$ cat config.mk
export PLATFORM = sky130hd
export DESIGN_NAME = bba_ctrl
export DESIGN_NICKNAME = d
export VERILOG_FILES = /design/src/hdl/bba_pkg.sv /design/src/hdl/bba_ctrl.sv
export SDC_FILE = /design/constraint.sdc
export NUM_CORES = 1
export LEC_CHECK = 0
export BUFFER_PORTS_ARGS = -buffer_cell sky130_fd_sc_hd__buf_2
export CAP_MARGIN = 20
export CORE_MARGIN = 4
export CORE_UTILIZATION = 30
export CTS_CLUSTER_SIZE = 10
export DETAILED_ROUTE_END_ITERATION = 10
export SLEW_MARGIN = 40
export SYNTH_ARGS = -nofsm -noshare
export SYNTH_HDL_FRONTEND = slang
export SYNTH_SLANG_ARGS = --single-unit
$ cat constraint.sdc
create_clock -name i_clk -period 2.6 [get_ports i_clk]
set_input_delay 0.78 -clock i_clk [delete_from_list [all_inputs] [get_ports i_clk]]
set_output_delay 0.78 -clock i_clk [all_outputs]
set_load 0.05 [all_outputs]
$ cat src/hdl/bba_pkg.sv
// Package for the buddy block allocator: payload types, status codes and constants.
// Used by bba_ctrl, bba_dp and buddy_block_allocator. No dependencies.
package bba_pkg;

    localparam int NUM_ORDERS_DEF   = 20;
    localparam int MIN_ORDER_DEF    = 5;
    localparam int HEADER_BYTES_DEF = 16;
    localparam int ADDR_W           = 48;
    localparam int SIZE_W           = 20;
    localparam int ORD_W            = 5;

    typedef enum logic [1:0] {
        ST_OK        = 2'd0,
        ST_ZERO_SIZE = 2'd1,
        ST_NO_SPACE  = 2'd2,
        ST_BAD_FREE  = 2'd3
    } t_status;

    typedef enum logic {
        CMD_ALLOC = 1'b0,
        CMD_FREE  = 1'b1
    } t_cmd;

    typedef struct packed {
        logic              command;
        logic [SIZE_W-1:0] request_size;
        logic [ADDR_W-1:0] block_address;
    } t_req;

    typedef struct packed {
        logic [1:0]        status;
        logic [ADDR_W-1:0] result_address;
        logic [ORD_W-1:0]  granted_order;
    } t_rsp;

    // Datapath operations issued by the controller.
    typedef enum logic [3:0] {
        OP_NOP       = 4'd0,
        OP_START     = 4'd1,  // latch request, compute order / offset
        OP_SCAN      = 4'd2,  // test one list for a block
        OP_POP       = 4'd3,  // issue link read of popped unit
        OP_POP_WR    = 4'd4,  // head <= link of popped unit
        OP_SPLIT     = 4'd5,  // push one upper half
        OP_ATAG_RD   = 4'd6,  // read tag of unit to free
        OP_ATAG_CHK  = 4'd7,  // check that tag
        OP_BUD_RD    = 4'd8,  // read buddy tag
        OP_BUD_CHK   = 4'd9,  // check buddy; start walk
        OP_WALK_RD   = 4'd10, // read link of current walk unit
        OP_WALK_STEP = 4'd11, // advance walk / unlink
        OP_MERGE     = 4'd12, // clear high tag, bump order
        OP_FINISH_A  = 4'd13, // write allocated tag, build response
        OP_FINISH_F  = 4'd14  // write free tag, push, build response
    } t_op;

    typedef struct packed {
        logic early_done; // request ends in an error
        logic found;      // scan hit a non-empty list
        logic scan_end;   // scan ran past the top order
        logic split_more; // more halves remain to push
        logic bud_merge;  // buddy is free and of equal order
        logic walk_done;  // walk found the buddy, hit the list end or ran out of steps
        logic walk_hit;   // walk stands on the buddy
        logic at_top;     // block reached the top order
    } t_dp_status;

endpackage

$ cat src/hdl/bba_ctrl.sv
// Controller state machine of the buddy block allocator.
// Depends on bba_pkg; drives bba_dp through t_op commands.
module bba_ctrl (
    input  logic                i_clk,
    input  logic                i_rst_n,
    input  logic                i_valid,
    input  logic                i_cmd,
    input  logic                i_clearing,
    input  bba_pkg::t_dp_status i_st,
    input  logic                i_out_ready,
    output logic                o_ready,
    output logic                o_valid,
    output bba_pkg::t_op        o_op
);
    typedef enum logic [13:0] {
        S_IDLE   = 14'b00000000000001,
        S_CHK    = 14'b00000000000010,
        S_SCAN   = 14'b00000000000100,
        S_POP    = 14'b00000000001000,
        S_POPWR  = 14'b00000000010000,
        S_SPLIT  = 14'b00000000100000,
        S_ATAG   = 14'b00000001000000,
        S_ACHK   = 14'b00000010000000,
        S_BUDRD  = 14'b00000100000000,
        S_BUDCHK = 14'b00001000000000,
        S_WRD    = 14'b00010000000000,
        S_WSTEP  = 14'b00100000000000,
        S_MERGE  = 14'b01000000000000,
        S_OUT    = 14'b10000000000000
    } t_state;

    t_state r_state, n_state;
    logic   r_cmd;

    // Next state and datapath command.
    always_comb begin
        n_state = r_state;
        o_op    = bba_pkg::OP_NOP;
        case (r_state)
            S_IDLE: begin
                if (i_valid && !i_clearing) begin
                    o_op = bba_pkg::OP_START; n_state = S_CHK;
                end
            end
            S_CHK: begin
                if (i_st.early_done) begin
                    o_op = bba_pkg::OP_SCAN; n_state = S_OUT;
                end else if (r_cmd == bba_pkg::CMD_ALLOC) begin
                    n_state = S_SCAN;
                end else begin
                    n_state = S_ATAG;
                end
            end
            S_SCAN: begin
                o_op = bba_pkg::OP_SCAN;
                if (i_st.scan_end) n_state = S_OUT;
                else if (i_st.found) n_state = S_POP;
            end
            S_POP:   begin o_op = bba_pkg::OP_POP; n_state = S_POPWR; end
            S_POPWR: begin o_op = bba_pkg::OP_POP_WR; n_state = S_SPLIT; end
            S_SPLIT: begin
                if (i_st.split_more) o_op = bba_pkg::OP_SPLIT;
                else begin o_op = bba_pkg::OP_FINISH_A; n_state = S_OUT; end
            end
            S_ATAG: begin o_op = bba_pkg::OP_ATAG_RD; n_state = S_ACHK; end
            S_ACHK: begin o_op = bba_pkg::OP_ATAG_CHK; n_state = S_BUDRD; end
            S_BUDRD: begin
                if (i_st.early_done) begin
                    o_op = bba_pkg::OP_SCAN; n_state = S_OUT;
                end else if (i_st.at_top) begin
                    o_op = bba_pkg::OP_FINISH_F; n_state = S_OUT;
                end else begin
                    o_op = bba_pkg::OP_BUD_RD; n_state = S_BUDCHK;
                end
            end
            S_BUDCHK: begin
                if (i_st.bud_merge) begin
                    o_op = bba_pkg::OP_BUD_CHK; n_state = S_WRD;
                end else begin
                    o_op = bba_pkg::OP_FINISH_F; n_state = S_OUT;
                end
            end
            S_WRD: begin
                if (i_st.walk_done && !i_st.walk_hit) n_state = S_MERGE;
                else begin o_op = bba_pkg::OP_WALK_RD; n_state = S_WSTEP; end
            end
            S_WSTEP: begin
                o_op = bba_pkg::OP_WALK_STEP;
                n_state = i_st.walk_done ? S_MERGE : S_WRD;
            end
            S_MERGE: begin o_op = bba_pkg::OP_MERGE; n_state = S_BUDRD; end
            S_OUT: begin
                if (i_out_ready) n_state = S_IDLE;
            end
            default: n_state = S_IDLE;
        endcase
    end

    always_ff @(posedge i_clk) begin
        if (!i_rst_n) begin
            r_state <= S_IDLE;
            r_cmd   <= bba_pkg::CMD_ALLOC;
        end else begin
            r_state <= n_state;
            if (r_state == S_IDLE) r_cmd <= i_cmd;
        end
    end

    assign o_ready = (r_state == S_IDLE) && !i_clearing;
    assign o_valid = (r_state == S_OUT);
endmodule

---- After elaboration in Yosys (flattened, before gate mapping) ----
Cells that the tools add are included.
Widths: inputs -> output; s select.
cells by class
  eq/ne operators ......................... 18
  multiplexer cells ....................... 21
  reduce and logical (&&, ||, !) cells .... 7
operators with widths
  kind                  number
  $pmux 14 s13          1
  $mux 14               9
  $pmux 4 s13           1
  $mux 13               2
  $eq 14x1->1 const B   1
  $eq 14x10->1 const B  1
  $eq 14x11->1 const B  1
  $eq 14x12->1 const B  1
  $eq 14x13->1 const B  1
  $eq 14x14->1 const B  1
  $eq 14x2->1 const B   1
  $eq 14x3->1 const B   1
  $eq 14x4->1 const B   1
  $eq 14x5->1 const B   1
  $eq 14x6->1 const B   1
  $eq 14x7->1 const B   1
  $eq 14x8->1 const B   1
  $eq 14x9->1 const B   1
  $mux 4                3
  $mux 7                1
  $mux 3                2
  $ne 2x2->1 const B    3
  $reduce_and 4->1      1
  $logic_and 1x1->1     3
  other kinds (5)       6
storage, ports and cells
  register bits after elaboration ......... 15
  input port bits ......................... 14
  output and inout port bits .............. 6
  logic and storage cells ................. 48

---- Longest topological paths before layout ----
Gate-level depths: netlist of the first run.
  depth in word-level cells ............... 4
  mapped depth ............................ 8
  mapped depth without buffers ............ 6

---- Worst setup path after synthesis of the first run ----
OpenSTA, ideal clock, no wires.
  kind .................................... register to output
  from .................................... register r_state[8]
  to ...................................... output o_ready
  data arrival time ....................... 2,363 ps
  required time ........................... 1,820 ps
  slack ................................... -543 ps
  stages on the path, launching flop included .. 7
  buffers on the path ..................... 1
  cells stage by stage .................... dfxtp_1 > or4_4 > or3_4 > nor2_1 > and3_1 > buf_6 > nor2b_1
between the ends
  longest elaborated chain between the ends .. 2
ends and longest elaborated chain
  element                 line             text
  from (decl)             bba_ctrl.sv:32   t_state r_state, n_state;
  from (signal assigned)  bba_ctrl.sv:104  r_state <= n_state;
  $eq 14x1->1             bba_ctrl.sv:109  assign o_ready = (r_state == S_IDLE) && !i_clearing;
  $logic_and 1x1->1       bba_ctrl.sv:109
  to (decl)               bba_ctrl.sv:11   output logic o_ready,
Every way passes these cells.

---- Worst setup path after layout of the first run ----
  from .................................... register r_state[13]
  to ...................................... output o_op[0]
between the ends
  longest elaborated chain between the ends .. 2
  elaborated cells on any way between the ends .. 14
  classes of those cells .................. eq/ne (13); mux (1)
ends and longest elaborated chain
  element                               line            text
  $eq 14x13->1 (tied with other cells)  bba_ctrl.sv:39  case (r_state)
  $pmux 4 s13 *                         bba_ctrl.sv:39
  to (decl)                             bba_ctrl.sv:13  output bba_pkg::t_op o_op
Mark *: on every way between the ends. The rest lies on a longest branch, timed or not.

==> impl_metrics.ini, run 1 <==
[die]
ios = 20
die_h_um = 67.40
num_rows = 21
die_area_sq_um = 4543
fp.dieW_um = 67.40
coreArea_sq_um = 3363
start_util_pct = 31.47

[final_layout]
utilization_pct = 53.87
nets = 227
nFillCells = 329
drive_gt1_share_pct = 50.47
final_area_sq_um = 1812
syn_to_final_growth_pct = 71.16
diodes = 0

[cts]
cts_root_buf = clkbuf_4
cts.path.max_buffers = 2
cts_hold_buffers = 0
cts_tree = yes
path_clk_slew_ps = 100
cts_sinks = 15
cts_buffers = 3
h-tree-depth = 1
insertion_delay_ps = 290

[placed_design]
placed_area_sq_um = 1582
place_ws_ps = -416.3
dp_hpwl_mm = 2.761
place.gp.congestion = 0.9042
port_buffers = 19

[hold_path]
min_path_cells = 1
hold_path_end = r_state[6]$_SDFFE_PN0P_
min_path_type = flop to flop
min_from = r_cmd$_SDFFE_PN0P_

[timing]
max_freq_mhz = 318.8
fin_skew_ps = 5.562
slew_headroom_pct = 66.99
hold_viol = 0
setup_ws_ps = -536.7
slew_violations = 0
hold_slack_ps = 531.1
fin_crit_ps = 3137
setup_viol = 5
period_share_pct = 120.6
rsz0062_at_grt = yes
worst_pin_slew_ps = 490.6

[global_routing]
use_met2_pct = 35.58
grtUsageMet1_pct = 21.51
grt-ovfl-total = 0
busiest_layer = met2
grt_start_max_net_pins = 12
first_global_vias = 1454
grt_pass1_wl_mm = 6.486
met3_usage_pct = 3.328
grt_usage_pct = 19.02
antenna_found_initial = 0

[route]
antenna_left = 0
wl_per_cell_um = 14.48
firstDrtPassIters = 4
routed_wl_mm = 3.736
vias = 1352
vias_per_cell = 5.240
drtIter0Drc = 16
drc_errors = 0

[logic_synthesis]
synth.avg_cell_area_sq_um = 7.561
ys_warn_count = 0
synthCells = 140
ys.flop_type = dfxtp_1
synth_edf_count = 0
ys_top_cells_by_count = dfxtp_1 (15), nor2_1 (15), nand2_1 (14)
ys_top_cells_by_area = dfxtp_1 (28%), nor2_1 (5.3%), nand2_1 (5.0%)
synthArstFlopShare_pct = 0
synth_seq_area_share_pct = 28.37
synth_cell_types = 47
ys_seq_elements = 15
synth_largest_area_cell = dfxtp_1
synth_top_area_share_pct = 28.37
synth_nets = 154
netlist_area_sq_um = 1059

[pwr]
p_leak_uw = 0.0008500
power.density_nw_per_um2 = 396.8
peakVddDrop_uv = 386.6

[setup_path]
r2r-end = r_state[0]$_SDFFE_PN1P_
worstSetupPathType = flop to output port
cp-end-kind = output port
r2r_setup_slack_ps = 190
cp.arrival_ps = 2360
start_kind = flop
cp_data_required_time_ps = 1820
r2r-start = r_state[13]$_SDFFE_PN0P_
r2r_cells = 12
cp_max_fo = 3

[status]
violations = setup timing
status = complete, but fails checks

[flow_run]
drv_cap = 0
==> kinds of logic (layout without fill, tap and decap cells) <==
kind of cell	after synthesis	in the layout	share of synthesized area, %
AND/OR/NAND/NOR	84	84	45.86
buffers and inverters	10	82	4.372
multiplexers	1	1	0.9457
AO/OA/AOI/OAI	25	25	16.31
XOR/XNOR	5	5	4.137
flip-flops	15	15	28.37
==> worst max-delay path by stage <==
stage | startpoint | endpoint | slack, ps | depth (start not counted)
global placement | r_state[13]$_SDFFE_PN0P_ | o_op[1] | -310 | 7
global route | r_state[13]$_SDFFE_PN0P_ | o_op[0] | -630 | 8
finish | r_state[13]$_SDFFE_PN0P_ | o_op[0] | -540 | 8
floorplan | r_state[13]$_SDFFE_PN0P_ | o_op[0] | -280 | 7
detailed placement | r_state[13]$_SDFFE_PN0P_ | o_op[1] | -420 | 7
CTS | r_state[13]$_SDFFE_PN0P_ | o_op[1] | -500 | 7
==> final cells by class <==
class                   count  area (sq um)  share of cell area (%)
multi-input cells         115         845.8                   46.69
repair buffers             74         564.3                   31.15
flip-flops and latches     15         302.8                   16.71
well taps                  46         57.56                   3.177
clock buffers               4         26.28                   1.450
inverters                   4         15.01                  0.8287
==> timing repair <==
item,in CTS,in global routing
setup buffers,13,2
endpoints found under the setup margin,6,7
gates resized for setup,23,11
pin swaps,3,1
==> critical path: stages, from the launching register on <==
cell	delay, ps
dfxtp_2	330
or4_4	530
or3_4	390
buf_6	140
nor2_4	90
and3_4	200
nand3b_1	90
nand4b_1	120
buf_6	170
==> placed cells by master, fill, tap and decap left out, types with 2 or more instances in the layout <==
cell type  netlist  final
buf_4            0     53
buf_8            0      3
a21o_1           2      2
and3_4           0      2
a21oi_1          5      4
xor2_1           4      4
nor3_1           8      7
nor3b_1          2      2
nor4_1           7      5
buf_2            1     13
nand2_1         14     13
nand2b_1         5      5
nor4_4           0      2
buf_6            1      5
nand3b_1         2      2
or4_4            1      2
nand3_1          6      5
or4b_2           3      2
o21ai_0          7      7
and2_1           3      3
inv_1            4      4
nor2_1          15     14
or4b_4           0      2
dfxtp_2          0      2
dfxtp_1         15     13
nor2b_1          4      3
or2_4            1      2
clkbuf_4         0      3
==> power by group <==
part | total [uW] | switching, uW | internal, uW
sequential | 256 | 14.4 | 241
clock | 140 | 80.6 | 59.7
combinational | 323 | 159 | 164
==> per-stage QoR <==
step / instances / TNS (ps) / power [uW]
finish: 258 / -2479 / 718.9
global route: 258 / -2869 / 756.7
CTS: 264 / -2702 / 683.5
detailed placement: 247 / -1601 / 525.7
global placement: 247 / -1286 / 521.5
floorplan: 140 / -914.0 / 423.6
==> sequential cells by signal (all words and copies together) (netlist names) <==
| signal | cells |
|---|---|
| r_cmd | 1 |
| r_state | 14 |
==> layer usage <==
layer  share of wire (%)  up-vias  routed length, um
li1                    -      658                  -
met1                  43      654               1619
met2                  51       28               1921
met3                 3.4       12                126
met4                 1.8        0                 68
met5                   0        -                  0
No activity file was read; power rests on OpenSTA's default activity.
==> inputs of run 2 (changes only) <==
Settings changed: CAP_MARGIN 20 to default, CORE_MARGIN 4 to default, GPL_TIMING_DRIVEN from default to 0.
==> impl_metrics.ini, run 2 (same netlist as run 1, synthesis figures left out) <==
[final_layout]
nFillCells = 344
top_register = r_state
utilization_pct = 45.09
drive_gt1_share_pct = 40.94
syn_to_final_growth_pct = 43.26
largest_reg_flops = 14
reg_top3 = r_state x14, r_cmd x1
layout.cells.most_common_list = nor2_1 (14), buf_2 (14), nand2_1 (12), buf_4 (12), dfxtp_1 (11)
nets = 186
diodes = 0

[setup_path]
cp_data_required_time_ps = 1820
slowest_stage = or4_4
worstSetupPathType = flop to output port
crit_path_cell_trace = or4_4, or3_4, nor4_4, and3_4, or2_4, or4b_4, buf_8
start_kind = flop
cp_max_fo = 4
max_stage_delay_ps = 530
r2r_cells = 11
cp.arrival_ps = 2360
cp-end-kind = output port

[cts]
path_clk_slew_ps = 90
cts_buffers = 3
insertion_delay_ps = 290
cts_tree = yes
cts.path.max_buffers = 2
h-tree-depth = 1
cts_root_buf = clkbuf_4
cts_sinks = 15

[hold_path]
min_path_cells = 1
min_path_type = flop to flop

[timing]
slew_violations = 0
rsz0062_at_grt = yes
setup_viol = 5
fin_skew_ps = 4.335
hold_viol = 0
max_freq_mhz = 318.5
slew_headroom_pct = 65.94
hold_slack_ps = 530.4
fin_crit_ps = 3140
worst_pin_slew_ps = 506.2
setup_ws_ps = -540.0
period_share_pct = 120.8

[die]
coreArea_sq_um = 3363
start_util_pct = 31.47
fp.dieW_um = 61.40
die_area_sq_um = 3770
die_h_um = 61.40
num_rows = 21
ios = 20

[global_routing]
first_global_vias = 1195
grt_usage_pct = 19.85
grt_pass1_wl_mm = 5.340
antenna_found_initial = 0
grt_start_max_net_pins = 11
grt-ovfl-total = 0

[route]
wl_per_cell_um = 15.29
drc_errors = 0
antenna_left = 0
firstDrtPassIters = 5
vias_per_cell = 5.544
drtIter0Drc = 61
routed_wl_mm = 3.317
vias = 1203

[placed_design]
dp_hpwl_mm = 2.156
port_buffers = 19
place.gp.congestion = 0.8547
place_ws_ps = -534.2

[pwr]
p_leak_uw = 0.0006449
power.density_nw_per_um2 = 427.9
peakVddDrop_uv = 408.2

[status]
violations = setup timing
status = complete, but fails checks

[flow_run]
drv_cap = 0
run 2: cell types whose count changed in the layout (fill, tap and decap cells not counted), moves of 2 or more:
cell | previous run | this run
nor4_4 | 2 | 4
nor4_1 | 5 | 3
buf_4 | 53 | 12
dfxtp_1 | 13 | 11
run 2: per-stage QoR:
| stage | total power, uW | cell area, sq um | setup TNS, ps | instances |
|---|---|---|---|---|
| 2_1_floorplan | 423.6 | 1100 | -914.0 | 140 |
| 3_3_place_gp | 470.3 | 1252 | -2518 | 205 |
| 3_5_place_dp | 472.2 | 1252 | -2260 | 205 |
| 4_1_cts | 646.1 | 1509 | -2737 | 221 |
| 5_1_grt | 686.6 | 1516 | -2904 | 217 |
| 6_report | 648.9 | 1516 | -2484 | 217 |
run 2: what timing repair did:
item / CTS / global route
gates resized for setup: 31 / 8
setup endpoints to repair: 6 / 7
hold buffers: 0 / 0
pin swaps: 6 / 12
cloned: 0 / 0
buffers inserted: 14 / 3
run 2: layout make-up:
cell class	instances	area, sq um	share of cell area (%)
plain buffers	2	8.758	0.5776
repair buffers	31	230.2	15.18
well taps	46	57.56	3.795
inverters	4	15.01	0.9901
multi-input cells	115	870.8	57.43
flip-flops and latches	15	307.8	20.30
clock buffers	4	26.28	1.733
run 2: final timing paths:
kind	to	slack, ps	startpoint
max reg2reg	r_state[0]$_SDFFE_PN1P_	100	r_state[13]$_SDFFE_PN0P_
min reg2reg	r_state[6]$_SDFFE_PN0P_	530	r_cmd$_SDFFE_PN0P_
min	r_state[6]$_SDFFE_PN0P_	530	r_cmd$_SDFFE_PN0P_
max	o_op[1]	-540	r_state[13]$_SDFFE_PN0P_
run 2: worst max-delay path: cells and delay by family (launching register included):
family	cells	cell delay, ps
AND/OR/NAND/NOR	6	1590
flip-flops	1	340
buffers and inverters	1	140
run 2: power by group:
part,switching (uW),internal (uW),total (uW)
Combinational,141,114,255
Clock,78.4,59.7,138
Sequential,15.6,240,256
Total,235,414,649
run 2: layer usage:
layer  routed length, um  GRT usage [%]  part of all wire [%]  up-vias
li1                    -              -                     -      572
met1                1379          23.38                    42      574
met2                1664          33.54                    50       50
met3                 208          4.202                   6.3        7
met4                  65          11.11                   2.0        0
met5                   0              0                     0        -
==> inputs of run 3 (changes only) <==
Settings changed: CORE_UTILIZATION 30 to 49, PLACE_DENSITY from default to 0.75.
==> impl_metrics.ini, run 3 (same netlist as run 1, synthesis figures left out) <==
[status]
status = complete, but fails checks
violations = setup timing

[hold_path]
hold_path_end = r_state[6]$_SDFFE_PN0P_
min_path_cells = 1
min_path_type = flop to flop
min_from = r_cmd$_SDFFE_PN0P_

[cts]
h-tree-depth = 1
cts_buffers = 3
path_clk_slew_ps = 100
cts_sinks = 15
cts.path.max_buffers = 2
cts_root_buf = clkbuf_4
insertion_delay_ps = 290
cts_tree = yes
cts_hold_buffers = 0

[timing]
hold_slack_ps = 525.1
hold_viol = 0
setup_viol = 6
worst_pin_slew_ps = 469.4
fin_skew_ps = 5.503
slew_violations = 0
rsz0062_at_grt = yes
period_share_pct = 121.9
slew_headroom_pct = 68.42
max_freq_mhz = 315.5
setup_ws_ps = -570.0
fin_crit_ps = 3170

[setup_path]
cp_data_required_time_ps = 1820
r2r_setup_slack_ps = 100
worstSetupPathType = flop to output port
slowest_stage = or4_4
r2r-start = r_state[9]$_SDFFE_PN0P_
cp-end-kind = output port
cp.arrival_ps = 2390
max_stage_delay_ps = 530
r2r-end = r_state[0]$_SDFFE_PN1P_
crit_path_cell_trace = or4_4, or3_4, nor4_4, and3_4, or2_4, or4b_4, buf_8
start_kind = flop
r2r_cells = 11
cp_max_fo = 4

[global_routing]
grt_start_max_net_pins = 11
first_global_vias = 1139
grt_usage_pct = 28.41
antenna_found_initial = 0
grt_pass1_wl_mm = 5.106
grt-ovfl-total = 0

[final_layout]
nFillCells = 163
syn_to_final_growth_pct = 39.60
largest_reg_flops = 14
final_common_cell = buf_2
layout.cells.most_common_list = buf_2 (15), nor2_1 (14), nand2_1 (13), buf_4 (13), dfxtp_1 (11)
final_area_sq_um = 1478
stdcell_count = 201
diodes = 0
nets = 189
drive_gt1_share_pct = 39.08
top_register = r_state
reg_top3 = r_state x14, r_cmd x1

[route]
wl_per_cell_um = 16.06
vias_per_cell = 5.965
vias = 1199
antenna_left = 0
drc_errors = 0
routed_wl_mm = 3.229
drtIter0Drc = 65
firstDrtPassIters = 4

[pwr]
switching_power_uw = 240.5
seq_power_share_pct = 37.5
sw_frac_of_total_pct = 36.52
power.density_nw_per_um2 = 445.7
combPwrFrac_pct = 40.8
p_int_uw = 418.1
clkPwrFrac_pct = 21.7
peakVddDrop_uv = 400.3
p_total_uw = 658.6
p_leak_uw = 0.0006462

[placed_design]
port_buffers = 19
dp.cells = 186
placed_area_sq_um = 1229
dp_hpwl_mm = 2.148
place_ws_ps = -508.5
place.gp.congestion = 0.8529

[flow_run]
drv_cap = 0

[die]
num_rows = 16
die_area_sq_um = 2350
ios = 20
fp.dieW_um = 48.48
coreArea_sq_um = 2002
die_h_um = 48.48
start_util_pct = 52.87
-- run 3: changes by cell type in the layout (fill, tap and decap cells not counted), sizes merged --
cell / delta
buf: +1
clkbuf: +2
-- run 3: worst max-delay path, delay by kind of cell, from the launching register on --
| kind | cells | cell delay, ps |
|---|---|---|
| buffers and inverters | 1 | 140 |
| DFF | 1 | 360 |
| and+or+nand+nor | 6 | 1600 |
-- run 3: power groups by stage --
stage / Combinational (uW) / Sequential (uW) / Clock (uW)
detailed placement: 222 / 252 / 0
CTS: 250 / 246 / 142
finish: 269 / 247 / 143
floorplan: 174 / 250 / 0
global placement: 215 / 251 / 0
global route: 288 / 247 / 151
-- run 3: stage by stage --
step / TNS (ps) / util [%]
2_1_floorplan: -914.0 / -
3_3_place_gp: -2270 / 61.38
3_5_place_dp: -2173 / 61.38
4_1_cts: -2663 / 70.38
5_1_grt: -2930 / 73.81
6_report: -2517 / 73.81
-- run 3: how the worst max path moves through the flow --
stage | from | endpoint
finish | r_state[9]$_SDFFE_PN0P_ | o_op[1]
global route | r_state[4]$_SDFFE_PN0P_ | o_op[1]
CTS | r_state[9]$_SDFFE_PN0P_ | o_op[1]
detailed placement | r_state[13]$_SDFFE_PN0P_ | o_op[1]
global placement | r_state[5]$_SDFFE_PN0P_ | o_op[1]
floorplan | r_state[13]$_SDFFE_PN0P_ | o_op[0]
-- run 3: timing repair --
item / 4_1_cts / 5_1_grt
pin swaps: 2 / 3
setup endpoints to repair: 6 / 6
buffers inserted: 8 / 5
resized for setup: 23 / 9
-- run 3: layout make-up --
class / count / area (sq um) / area share [%]
timing repair buffer: 32 / 231.5 / 15.66
sequential: 15 / 307.8 / 20.83
inverter: 4 / 15.01 / 1.016
tap: 27 / 33.78 / 2.286
clock buffer: 4 / 26.28 / 1.778
buffer: 4 / 16.27 / 1.101
multi-input combinational: 115 / 847.1 / 57.32
-- run 3: layer usage --
metal  share of wire (%)  GRT usage, %  routed length, um  vias up
met5                   0             0                  0        -
met4                 2.9         14.22                 94        0
met3                 6.5         3.459                211       13
met2                  49         47.18               1583       56
met1                  41         36.26               1339      551
li1                    -             -                  -      579
